**config.mk**
```make
export PLATFORM = sky130hd
export DESIGN_NAME = k_group_reverse_stream_flat
export DESIGN_NICKNAME = d
export VERILOG_FILES = /design/src/hdl/kgr_pkg.sv /design/src/hdl/kgr_in_if.sv /design/src/hdl/kgr_out_if.sv /design/src/hdl/kgr_ram.sv /design/src/hdl/kgr_ctrl.sv /design/src/hdl/k_group_reverse_stream.sv /design/src/flat_wrapper.sv
export SDC_FILE = /design/constraint.sdc
export NUM_CORES = 1
export LEC_CHECK = 0
export ABC_CLOCK_PERIOD_IN_PS = 3500
export CORE_MARGIN = 4
export CORE_UTILIZATION = 45
export DETAILED_ROUTE_END_ITERATION = 6
export DONT_BUFFER_PORTS = 1
export GPL_TIMING_DRIVEN = 0
export SYNTH_ARGS = -nofsm -noshare
export SYNTH_HDL_FRONTEND = slang
export SYNTH_SLANG_ARGS = --single-unit
```
**constraint.sdc**
```tcl
create_clock -name i_clk -period 3.5 [get_ports i_clk]
set_input_delay 0.525 -clock i_clk [delete_from_list [all_inputs] [get_ports i_clk]]
set_output_delay 0.525 -clock i_clk [all_outputs]
set_load 0.03 [all_outputs]
```
**src/hdl/kgr_pkg.sv**
```systemverilog
// ----------------------------------------------------------------------------
// kgr_pkg
// Shared types and constants for the k-group reversing stream block.
// ----------------------------------------------------------------------------
package kgr_pkg;

    localparam int VALUE_W = 32;
    localparam int CFG_W   = 5;

    localparam logic [CFG_W-1:0] GROUP_SIZE_RESET = 5'd2;

    typedef enum logic {
        ST_IDLE,
        ST_EMIT
    } t_state;

    // read request towards the buffer and the output stage
    typedef struct packed {
        logic rd_en;
        logic run_end;
        logic seq_end;
    } t_rd_ctl;

endpackage

```
**src/hdl/kgr_in_if.sv**
```systemverilog
// ----------------------------------------------------------------------------
// kgr_in_if
// Input channel: one sequence value per transfer, with the final flag.
// ----------------------------------------------------------------------------
interface kgr_in_if;

    logic                                valid;
    logic                                ready;
    logic signed [kgr_pkg::VALUE_W-1:0]  item_value;
    logic                                final_item;

    modport source (output valid, output item_value, output final_item, input ready);
    modport sink   (input valid, input item_value, input final_item, output ready);

endinterface

```
**src/hdl/kgr_out_if.sv**
```systemverilog
// ----------------------------------------------------------------------------
// kgr_out_if
// Output channel: one reordered value per transfer, with run and sequence marks.
// ----------------------------------------------------------------------------
interface kgr_out_if;

    logic                                valid;
    logic                                ready;
    logic signed [kgr_pkg::VALUE_W-1:0]  out_value;
    logic                                run_end;
    logic                                sequence_end;

    modport source (output valid, output out_value, output run_end, output sequence_end,
                    input ready);
    modport sink   (input valid, input out_value, input run_end, input sequence_end,
                    output ready);

endinterface

```
**src/hdl/kgr_ram.sv**
```systemverilog
// ----------------------------------------------------------------------------
// kgr_ram
// Generic single-write, single-read RAM with registered read data.
// ----------------------------------------------------------------------------
module kgr_ram #(
    parameter int WIDTH = 32,
    parameter int DEPTH = 16,
    parameter int AW    = (DEPTH > 1) ? $clog2(DEPTH) : 1
) (
    input  logic             i_clk,
    input  logic             i_we,
    input  logic [AW-1:0]    i_waddr,
    input  logic [WIDTH-1:0] i_wdata,
    input  logic             i_re,
    input  logic [AW-1:0]    i_raddr,
    output logic [WIDTH-1:0] o_rdata
);

    logic [WIDTH-1:0] r_mem [DEPTH];
    logic [WIDTH-1:0] r_rdata;

    always_ff @(posedge i_clk) begin
        if (i_we) begin
            r_mem[i_waddr] <= i_wdata;
        end
        if (i_re) begin
            r_rdata <= r_mem[i_raddr];
        end
    end

    assign o_rdata = r_rdata;

endmodule

```
**src/hdl/kgr_ctrl.sv**
```systemverilog
// ----------------------------------------------------------------------------
// kgr_ctrl
// Fill counter, group size register and read sequencer for the group buffer.
// ----------------------------------------------------------------------------
module kgr_ctrl #(
    parameter int MAX_GROUP = 16,
    parameter int IW        = (MAX_GROUP > 1) ? $clog2(MAX_GROUP) : 1
) (
    input  logic                          i_clk,
    input  logic                          i_rst_n,
    input  logic                          i_cfg_we,
    input  logic [kgr_pkg::CFG_W-1:0]     i_cfg_wdata,
    input  logic                          i_valid,
    output logic                          o_ready,
    input  logic [kgr_pkg::VALUE_W-1:0]   i_item_value,
    input  logic                          i_final_item,
    input  logic                          i_out_free,
    output logic                          o_we,
    output logic [IW-1:0]                 o_waddr,
    output logic [kgr_pkg::VALUE_W-1:0]   o_wdata,
    output logic [IW-1:0]                 o_raddr,
    output kgr_pkg::t_rd_ctl              o_rd_ctl
);

    localparam int CW = $clog2(MAX_GROUP + 1);
    localparam int KW = (CW > kgr_pkg::CFG_W) ? CW : kgr_pkg::CFG_W;

    kgr_pkg::t_state             r_state, n_state;
    logic [kgr_pkg::CFG_W-1:0]   r_group_size;
    logic [CW-1:0]               r_fill;
    logic [CW-1:0]               r_left;
    logic [IW-1:0]               r_idx;
    logic                        r_rev;
    logic                        r_last;

    logic [KW-1:0] w_gs;
    logic [KW-1:0] w_k;
    logic          w_room;
    logic [CW-1:0] w_n;
    logic [CW-1:0] w_n_dec;
    logic          w_full;
    logic          w_acc;
    logic          w_emit;
    logic          w_rd;
    logic          w_last_rd;

    always_comb begin
        w_gs = KW'(r_group_size);
        priority if (w_gs == '0) begin
            w_k = KW'(1);
        end else if (w_gs > KW'(MAX_GROUP)) begin
            w_k = KW'(MAX_GROUP);
        end else begin
            w_k = w_gs;
        end
    end

    assign w_room    = (r_fill < CW'(MAX_GROUP));
    assign w_n       = w_room ? (r_fill + CW'(1)) : r_fill;
    assign w_n_dec   = w_n - CW'(1);
    assign w_full    = (KW'(w_n) >= w_k);
    assign w_acc     = i_valid && o_ready;
    assign w_emit    = w_acc && (w_full || i_final_item);
    assign w_rd      = (r_state == kgr_pkg::ST_EMIT) && i_out_free;
    assign w_last_rd = (r_left == CW'(1));

    // next state
    always_comb begin
        n_state = r_state;
        unique case (r_state)
            kgr_pkg::ST_IDLE: begin
                if (w_emit) begin
                    n_state = kgr_pkg::ST_EMIT;
                end
            end
            kgr_pkg::ST_EMIT: begin
                if (w_rd && w_last_rd) begin
                    n_state = kgr_pkg::ST_IDLE;
                end
            end
            default: n_state = kgr_pkg::ST_IDLE;
        endcase
    end

    // outputs
    always_comb begin
        o_ready          = 1'b0;
        o_rd_ctl.rd_en   = 1'b0;
        o_rd_ctl.run_end = w_last_rd;
        o_rd_ctl.seq_end = w_last_rd && r_last;
        unique case (r_state)
            kgr_pkg::ST_IDLE: o_ready        = 1'b1;
            kgr_pkg::ST_EMIT: o_rd_ctl.rd_en = i_out_free;
            default:          o_ready        = 1'b0;
        endcase
    end

    assign o_we    = w_acc && w_room;
    assign o_waddr = r_fill[IW-1:0];
    assign o_wdata = i_item_value;
    assign o_raddr = r_idx;

    always_ff @(posedge i_clk) begin
        if (!i_rst_n) begin
            r_state      <= kgr_pkg::ST_IDLE;
            r_group_size <= kgr_pkg::GROUP_SIZE_RESET;
            r_fill       <= '0;
            r_left       <= '0;
        end else begin
            r_state <= n_state;
            if (i_cfg_we) begin
                r_group_size <= i_cfg_wdata;
            end
            if (w_emit) begin
                r_fill <= '0;
                r_left <= w_n;
            end else if (w_acc) begin
                r_fill <= w_n;
            end else if (w_rd) begin
                r_left <= r_left - CW'(1);
            end
        end
    end

    always_ff @(posedge i_clk) begin
        if (w_emit) begin
            r_rev  <= w_full;
            r_last <= i_final_item;
            r_idx  <= w_full ? w_n_dec[IW-1:0] : '0;
        end else if (w_rd) begin
            r_idx <= r_rev ? (r_idx - IW'(1)) : (r_idx + IW'(1));
        end
    end

`ifndef NO_ASSERTIONS
    a_fill_bound: assert property (@(posedge i_clk) disable iff (!i_rst_n)
        r_fill < CW'(MAX_GROUP))
        else $error("fill count reached the buffer depth");

    a_no_read_when_ready: assert property (@(posedge i_clk) disable iff (!i_rst_n)
        o_ready |-> !o_rd_ctl.rd_en)
        else $error("buffer read while accepting input");

    a_run_end_idle: assert property (@(posedge i_clk) disable iff (!i_rst_n)
        (o_rd_ctl.rd_en && o_rd_ctl.run_end) |=> (r_state == kgr_pkg::ST_IDLE))
        else $error("sequencer did not return to idle after run end");

    a_emit_count: assert property (@(posedge i_clk) disable iff (!i_rst_n)
        w_emit |=> (r_left != '0) && (r_fill == '0))
        else $error("emission started with empty run");
`endif

endmodule

```
**src/hdl/k_group_reverse_stream.sv**
```systemverilog
// ----------------------------------------------------------------------------
// k_group_reverse_stream
// Buffers a stream of signed values and emits each full group in reverse.
// ----------------------------------------------------------------------------
// Values are written into a MAX_GROUP-deep buffer RAM as they arrive, one input
// transfer per cycle while no group is being emitted. When group_size values are
// held, or a final item arrives, the buffered values are read back one per cycle
// while the output register is free, through the RAM's registered read port
// (newest first for a full group, oldest first for a partial remainder) into the
// output register. An item that causes results holds the input until the last of
// them has been read from the buffer. group_size is written through i_cfg_we /
// i_cfg_wdata; zero acts as one and values above MAX_GROUP as MAX_GROUP.
// ----------------------------------------------------------------------------
module k_group_reverse_stream #(
    parameter int MAX_GROUP = 16
) (
    input  logic                       i_clk,
    input  logic                       i_rst_n,
    kgr_in_if.sink                     i_in,
    kgr_out_if.source                  o_out,
    input  logic                       i_cfg_we,
    input  logic [kgr_pkg::CFG_W-1:0]  i_cfg_wdata
);

    localparam int IW = (MAX_GROUP > 1) ? $clog2(MAX_GROUP) : 1;

    logic                           w_we;
    logic [IW-1:0]                  w_waddr;
    logic [kgr_pkg::VALUE_W-1:0]    w_wdata;
    logic [IW-1:0]                  w_raddr;
    logic [kgr_pkg::VALUE_W-1:0]    w_rdata;
    kgr_pkg::t_rd_ctl               w_rd_ctl;
    logic                           w_out_free;

    logic r_out_valid;
    logic r_run_end;
    logic r_seq_end;

    assign w_out_free = !r_out_valid || o_out.ready;

    kgr_ctrl #(
        .MAX_GROUP (MAX_GROUP),
        .IW        (IW)
    ) u_ctrl (
        .i_clk        (i_clk),
        .i_rst_n      (i_rst_n),
        .i_cfg_we     (i_cfg_we),
        .i_cfg_wdata  (i_cfg_wdata),
        .i_valid      (i_in.valid),
        .o_ready      (i_in.ready),
        .i_item_value (i_in.item_value),
        .i_final_item (i_in.final_item),
        .i_out_free   (w_out_free),
        .o_we         (w_we),
        .o_waddr      (w_waddr),
        .o_wdata      (w_wdata),
        .o_raddr      (w_raddr),
        .o_rd_ctl     (w_rd_ctl)
    );

    kgr_ram #(
        .WIDTH (kgr_pkg::VALUE_W),
        .DEPTH (MAX_GROUP),
        .AW    (IW)
    ) u_buf (
        .i_clk   (i_clk),
        .i_we    (w_we),
        .i_waddr (w_waddr),
        .i_wdata (w_wdata),
        .i_re    (w_rd_ctl.rd_en),
        .i_raddr (w_raddr),
        .o_rdata (w_rdata)
    );

    // output register: value sits in the RAM read register, flags here
    always_ff @(posedge i_clk) begin
        if (!i_rst_n) begin
            r_out_valid <= 1'b0;
        end else if (w_rd_ctl.rd_en) begin
            r_out_valid <= 1'b1;
        end else if (o_out.ready) begin
            r_out_valid <= 1'b0;
        end
    end

    always_ff @(posedge i_clk) begin
        if (w_rd_ctl.rd_en) begin
            r_run_end <= w_rd_ctl.run_end;
            r_seq_end <= w_rd_ctl.seq_end;
        end
    end

    assign o_out.valid        = r_out_valid;
    assign o_out.out_value    = $signed(w_rdata);
    assign o_out.run_end      = r_run_end;
    assign o_out.sequence_end = r_seq_end;

`ifndef NO_ASSERTIONS
    a_no_overwrite: assert property (@(posedge i_clk) disable iff (!i_rst_n)
        w_rd_ctl.rd_en |-> (!r_out_valid || o_out.ready))
        else $error("output register overwritten before transfer");

    a_seq_end_has_run_end: assert property (@(posedge i_clk) disable iff (!i_rst_n)
        (r_out_valid && r_seq_end) |-> r_run_end)
        else $error("sequence end without run end");
`endif

endmodule

```
**src/flat_wrapper.sv**
```systemverilog
// flat-port wrapper written by rule: the top's interface ports become plain ports
module k_group_reverse_stream_flat 
#(
    parameter int MAX_GROUP = 16
)
  (i_clk, i_rst_n, i_cfg_we, i_cfg_wdata, i_in_valid, i_in_item_value, i_in_final_item, i_in_ready, o_out_valid, o_out_out_value, o_out_run_end, o_out_sequence_end, o_out_ready);
  kgr_in_if i_in_i ();
  kgr_out_if o_out_i ();
  input  logic i_clk;
  input  logic i_rst_n;
  input  logic i_cfg_we;
  input  logic [kgr_pkg::CFG_W-1:0] i_cfg_wdata;
  input wire logic [$bits(i_in_i.valid)-1:0] i_in_valid;
  input wire logic [$bits(i_in_i.item_value)-1:0] i_in_item_value;
  input wire logic [$bits(i_in_i.final_item)-1:0] i_in_final_item;
  output wire logic [$bits(i_in_i.ready)-1:0] i_in_ready;
  output wire logic [$bits(o_out_i.valid)-1:0] o_out_valid;
  output wire logic [$bits(o_out_i.out_value)-1:0] o_out_out_value;
  output wire logic [$bits(o_out_i.run_end)-1:0] o_out_run_end;
  output wire logic [$bits(o_out_i.sequence_end)-1:0] o_out_sequence_end;
  input wire logic [$bits(o_out_i.ready)-1:0] o_out_ready;
  assign i_in_i.valid = i_in_valid;
  assign i_in_i.item_value = i_in_item_value;
  assign i_in_i.final_item = i_in_final_item;
  assign i_in_ready = i_in_i.ready;
  assign o_out_valid = o_out_i.valid;
  assign o_out_out_value = o_out_i.out_value;
  assign o_out_run_end = o_out_i.run_end;
  assign o_out_sequence_end = o_out_i.sequence_end;
  assign o_out_i.ready = o_out_ready;
  k_group_reverse_stream #(.MAX_GROUP(MAX_GROUP)) u_core (.i_clk(i_clk), .i_rst_n(i_rst_n), .i_in(i_in_i), .o_out(o_out_i), .i_cfg_we(i_cfg_we), .i_cfg_wdata(i_cfg_wdata));
endmodule
```
==> results of run 1 <==
[power by group]
part	total [mW]	leakage, nW	switching [mW]	internal, mW
clock	5.66	0.835	2.43	3.22
combinational	2.73	2.00	1.40	1.33
sequential	8.03	5.13	0.244	7.79
[cells in the final DEF, fill, tap and decap left out, types with 3 or more instances in the layout]
master         instances
edfxtp_1             552
mux4_2               160
clkbuf_16             59
clkbuf_1              33
dlygate4sd3_1         33
dfxtp_1               17
nand2_1               16
clkinv_1              15
buf_6                 14
ha_1                  14
inv_1                 12
buf_1                 12
buf_16                12
nor2_4                11
nand2b_1               8
mux2i_1                8
xnor2_1                8
buf_12                 8
xor2_1                 6
buf_2                  6
nor2b_1                6
nor2_1                 6
a21oi_1                5
clkinv_2               5
nor3_4                 4
o211a_1                4
o22ai_1                3
nand3_1                3
and3_1                 3
[cell families after synthesis]
logic type,share of synthesized area
adders and majority gates,0.00900
and+or+nand+nor,0.0153
xor gates and xnor gates,0.00605
DFF,0.780
muxes,0.170
AOI/OAI and AO/OA,0.00663
buffers and inverters,0.0137
[routing by layer]
metal  share of wire  global-route usage  vias to the layer above
met5         0.00029                   0                        -
met4           0.018              0.0480                        2
met3           0.049              0.0295                       58
met2            0.49               0.279                      250
met1            0.45               0.263                     5081
li1                -                   -                     4099
[flip-flops by register name, indices dropped and copies added (netlist names)]
name	count
u_core.u_ctrl.r_state	1
u_core.u_ctrl.r_last	1
u_core.o_out.sequence_end	1
u_core.u_buf.o_rdata	32
u_core.u_ctrl.r_left	5
u_core.u_ctrl.r_group_size	5
u_core.u_ctrl.r_rev	1
u_core.u_ctrl.r_fill	5
u_core.u_ctrl.o_raddr	4
u_core.u_buf.r_mem	512
u_core.o_out.valid	1
u_core.o_out.run_end	1
[worst paths after layout]
kind	to	slack, ps
setup / recovery	u_core.u_ctrl.r_left[2]	390
hold reg to reg	u_core.u_ctrl.r_group_size[0]	530
setup reg to reg	u_core.u_ctrl.r_left[2]	390
hold / removal	u_core.u_ctrl.r_group_size[4]	50
[through the flow]
step / setup WS, ps / instances / power (mW) / hold slack (ps)
2_1_floorplan: -68.3 / 912 / 10.0 / 466
6_report: 394 / 1688 / 16.4 / 50.7
5_1_grt: 37.0 / 1688 / 17.1 / 41.6
3_5_place_dp: 27.1 / 1551 / 10.9 / 507
4_1_cts: 21.1 / 1688 / 16.7 / 20.0
3_3_place_gp: -2730 / 1527 / 10.8 / 509
[what timing repair did]
| item | CTS | global route |
|---|---|---|
| setup endpoints to repair | 0 | 11 |
| buffers inserted | 0 | 0 |
| hold buffers | 33 | 0 |
| gates resized for setup | 0 | 5 |
| endpoints found under the hold margin | 513 | 0 |
[final cells by class]
type,count,area [µm²]
buffer,43,246
clock buffer,79,1550
clock inverter,25,168
fill,3605,22600
inverter,14,52.6
multi-input combinational,286,4630
sequential,569,16900
tap,615,769
timing repair buffer,57,866
==> qor.txt, run 1 <==
post-synth top area cell = edfxtp_1
drt total wl = 44600 µm
worst hold path startpoint = i_rst_n
Peak VDD IR = 0.000343 V
static leakage = 7.97 nW
Clock Pin Slew Worst Setup and Hold Paths = 60 ps
CTS tree = yes
biggest cell delay along the critical path = 440 ps
Post-Syn Area = 21700 µm²
most frequent cell after synthesis = edfxtp_1
clock insertion delay at the later pin of the skew report = 600 ps
status = complete, no violations
top cell type's share of synthesized area = 0.764
Clock Tree Buf Depth = 3
slowest CP cell = dfxtp_1
EDFF count, synth = 552
post-route ant nets = 0
worst reg-to-reg path cell count = 12
GRT Overall Usage = 0.177
Inserted Clock Buffers = 57
DIE WIDTH = 228 µm
DRC violations left = 0
RSZ-0062 raised after global routing = no
DR iter-0 viols = 749
final core occ = 0.528
gr ovfl total = 0
# port buffers = 0
setup TNS = 0 ps
dominant synthesized flop cell = edfxtp_1
Clock Sinks = 569
Vias/cell = 5.62
syn_nets = 970
worst slew pin tran = 1120 ps
crit-path cells = ha_1, nand2b_1, xor2_2, inv_1, ha_1, a21o_1, a31oi_1, o21ai_1, o21ai_1, inv_2, clkbuf_2, o211a_1
count of final max-slew check failures = 0
Die Ht = 228 µm
Cell Area, Placed = 23100 µm²
via count = 9490
Critical R2R Launch = u_core.u_ctrl.r_fill[1]
first-pass GRT wire length = 66800 µm
crit path buf inv count = 3
crit-path leading delay family = compound AO/OA/AOI/OAI gates
fin nets = 1086
clock skew = 8.08 ps
dpl hpwl = 28100 µm
Area growth, synth to finish = 16.1%
fraction of layout cells with a size suffix above 1 = 0.271
Critical Path Source = u_core.u_ctrl.r_fill[1]
H-tree depth = 2
Initial DRT Pass Iterations = 4
Seq/Total Area, Yosys = 0.780
num rows = 80
Peak Freq = 322 MHz
Crit Path Category = flop to flop
fin crit period = 3110 ps
post-route cell area = 25200 µm²
Routed WL per cell = 26.4 µm
worst min-delay path class = input port to flop
final hold viol count = 0
Initial Util = 0.454
Async SR Flop Fraction = 0
vias in the first global route = 9986
Yosys cell types = 36
clk root buf = clkbuf_16
Mapped Avg Cell Area = 23.8 µm²
initial antenna violation count = 1
critical-path maximum fanout = 11
CP required = 3990 ps
Worst Hold Path Cells = 1
Placeable Area = 47700 µm²
Pwr Density = 652 nW/µm²
# diodes = 0
setup violators final = 0
largest net degree at the start of global routing = 25
top post-synthesis cells by area = edfxtp_1 76%, mux4_2 17%, dfxtp_1 1.6%
gpl congestion = 0.717
maxcap violations = 0
# IOs = 79
period utilization = 0.887
Die Area = 51800 µm²
Worst setup SP type = flop
WP depth = 12
Synthesis Warnings = 0
synth cell count leaders = 552 x edfxtp_1, 160 x mux4_2, 17 x dfxtp_1, 17 x nor2_1, 16 x nand2_1
CP arrival = 3600 ps
Mapped Cells = 912
max_slew headroom = 0.254
flops & latches, synth = 569
Critical Path End Type = flop
(Power assumes the default switching activity.)
==> run 2: changes to the inputs <==
ABC_AREA = 1   (was not set)
==> qor.txt, run 2 <==
vias in the first global route = 14200
dominant synthesized flop cell = edfxtp_1
# IOs = 79
Synthesis Warnings = 0
Mapped Avg Cell Area = 13.7 µm²
gpl congestion = 0.840
Cell Area, Placed = 23700 µm²
Fin Hold WS = 29.9 ps
non-filler cells in the finished layout = 2434
worst reg-to-reg path cell count = 7
fraction of layout cells with a size suffix above 1 = 0.0989
via count = 14400
most frequent cells in the layout = 552 x edfxtp_1, 296 x nor2_1, 239 x o21ai_0, 86 x o221ai_1, 84 x nand2_1
CTS tree = yes
final hold viol count = 0
most frequent cell after synthesis = edfxtp_1
Peak Freq = 354 MHz
period utilization = 0.807
RSZ-0062 raised after global routing = no
count of final max-slew check failures = 0
DR iter-0 viols = 1909
CP arrival = 3270 ps
Post-Syn Area = 22300 µm²
first-pass GRT wire length = 93700 µm
fin crit period = 2820 ps
Clock Sinks = 569
critical-path maximum fanout = 10
top post-synthesis cells by area = edfxtp_1 74%, o21ai_0 5.4%, nor2_1 5.2%
worst min-delay path class = input port to flop
Die Ht = 231 µm
biggest cell delay along the critical path = 750 ps
Mapped Cells = 1625
Worst setup SP type = flop
status = complete, no violations
crit-path leading delay family = buffers and inverters
# port buffers = 0
fin nets = 1783
crit-path cells = inv_2, buf_6, clkbuf_1, o21ai_0, o221ai_1, nand3_1, nand2_1
max_slew headroom = 0.349
Inserted Clock Buffers = 57
post-route cell area = 25700 µm²
Seq/Total Area, Yosys = 0.757
Die Area = 53300 µm²
largest net degree at the start of global routing = 25
Vias/cell = 5.91
WP depth = 7
clock insertion delay at the later pin of the skew report = 600 ps
Pwr Density = 705 nW/µm²
post-synth top area cell = edfxtp_1
Initial DRT Pass Iterations = 6
DRC violations left = 0
H-tree depth = 2
EDFF count, synth = 552
dpl hpwl = 40800 µm
clk root buf = clkbuf_16
flops & latches, synth = 569
CP required = 3940 ps
worst reg-to-reg setup slack = 680 ps
Async SR Flop Fraction = 0
maxcap violations = 0
Clock Tree Buf Depth = 3
Clock Pin Slew Worst Setup and Hold Paths = 60 ps
CP endpoint = u_core.u_buf.o_rdata[14]
gr ovfl total = 0
Crit Path Category = flop to flop
drt total wl = 64600 µm
static leakage = 8.32 nW
syn_nets = 1683
GRT Overall Usage = 0.238
setup violators final = 0
worst slew pin tran = 977 ps
synth cell count leaders = 552 x edfxtp_1, 312 x nor2_1, 239 x o21ai_0
Placeable Area = 49100 µm²
num rows = 81
Reg with most FFs = u_core.u_buf.r_mem
slowest CP cell = clkbuf_1
crit path buf inv count = 3
Post-Place Cells = 2306
most common cell after layout, fill and taps aside = edfxtp_1
Critical Path End Type = flop
clock skew = 26.5 ps
Yosys cell types = 29
Critical R2R Launch = u_core.u_ctrl.o_raddr[0]
Peak VDD IR = 0.000353 V
Area growth, synth to finish = 15.1%
post-route ant nets = 0
Routed WL per cell = 26.5 µm
DIE WIDTH = 231 µm
max FFs per register = 512
RR Endpoint = u_core.u_buf.o_rdata[14]
Critical Path Source = u_core.u_ctrl.o_raddr[0]
top cell type's share of synthesized area = 0.742
initial antenna violation count = 3
Initial Util = 0.455
==> run 2: cell types whose count changed after synthesis, moves of 19 or more <==
cell,previous run,this run
nor2_1,17,312
o21ai_0,1,239
o21ai_1,2,26
buf_2,6,32
o221ai_1,0,86
o22ai_1,3,24
nand2_1,16,84
mux4_2,160,0
o211ai_1,0,42
inv_1,13,32
nand3_1,3,56
clkbuf_1,15,43
==> run 2: repair_timing <==
item                                    in CTS  in global routing
gates resized for setup                      0                  0
setup buffers                                0                  0
hold buffers                                24                  0
hold endpoints to repair                   217                  0
endpoints found under the setup margin       0                  0
==> run 2: final cells by class <==
type,count,area [µm²]
well taps,664,831
clock inverters,25,267
fillers,4133,23400
repair buffers,41,611
clock buffers,78,1540
inverters,35,131
flip-flops and latches,569,16900
plain buffers,107,567
diodes,1,2.50
multi-input cells,914,4840
==> run 2: worst min-delay path by stage <==
stage / slack (ps) / depth (start not counted) / end / start
3_3_place_gp: 480 / 2 / u_core.u_ctrl.r_group_size[1] / u_core.u_ctrl.r_group_size[1]
4_1_cts: 0.04 / 0 / u_core.u_buf.r_mem[2][12] / i_in_item_value[12]
6_report: 30 / 0 / u_core.u_buf.r_mem[15][28] / i_in_item_value[28]
3_5_place_dp: 490 / 2 / u_core.u_ctrl.r_group_size[1] / u_core.u_ctrl.r_group_size[1]
2_1_floorplan: 450 / 2 / u_core.u_ctrl.r_group_size[1] / u_core.u_ctrl.r_group_size[1]
5_1_grt: 7 / 0 / u_core.u_buf.r_mem[2][12] / i_in_item_value[12]
==> run 2: cells by family (layout without fill, tap and decap cells) <==
logic type      after synthesis  in the layout  synth area share
xor+xnor                     10             10           0.00459
buf+inv                     142            286            0.0313
other cells                   0              1                 0
simple gates                458            458            0.0808
compound gates              431            431             0.117
flops                       569            569             0.757
fa+ha+maj                    15             15           0.00874
==> run 2: power by group <==
part           total [mW]  switching, mW  leakage, nW  internal (mW)
Clock                5.97           2.48        0.879           3.49
Combinational        4.05           2.93         2.31           1.13
Sequential           8.09          0.278         5.14           7.81
==> run 2: through the flow <==
| stage | power [mW] | utilization | TNS (ps) | setup WS, ps |
|---|---|---|---|---|
| global placement | 12.1 | 0.472 | -487890 | -1250 |
| finish | 18.1 | 0.524 | 0 | 675 |
| floorplan | 10.5 | - | 0 | 646 |
| CTS | 18.1 | 0.524 | 0 | 692 |
| global route | 18.8 | 0.524 | 0 | 548 |
| detailed placement | 12.2 | 0.482 | 0 | 727 |
==> run 2: metal layers <==
| metal | vias up | global-route usage | part of all wire |
|---|---|---|---|
| li1 | 6337 | - | - |
| met1 | 7184 | 0.317 | 0.39 |
| met2 | 726 | 0.389 | 0.48 |
| met3 | 142 | 0.0516 | 0.092 |
| met4 | 2 | 0.0874 | 0.035 |
| met5 | - | 0 | 0.00020 |
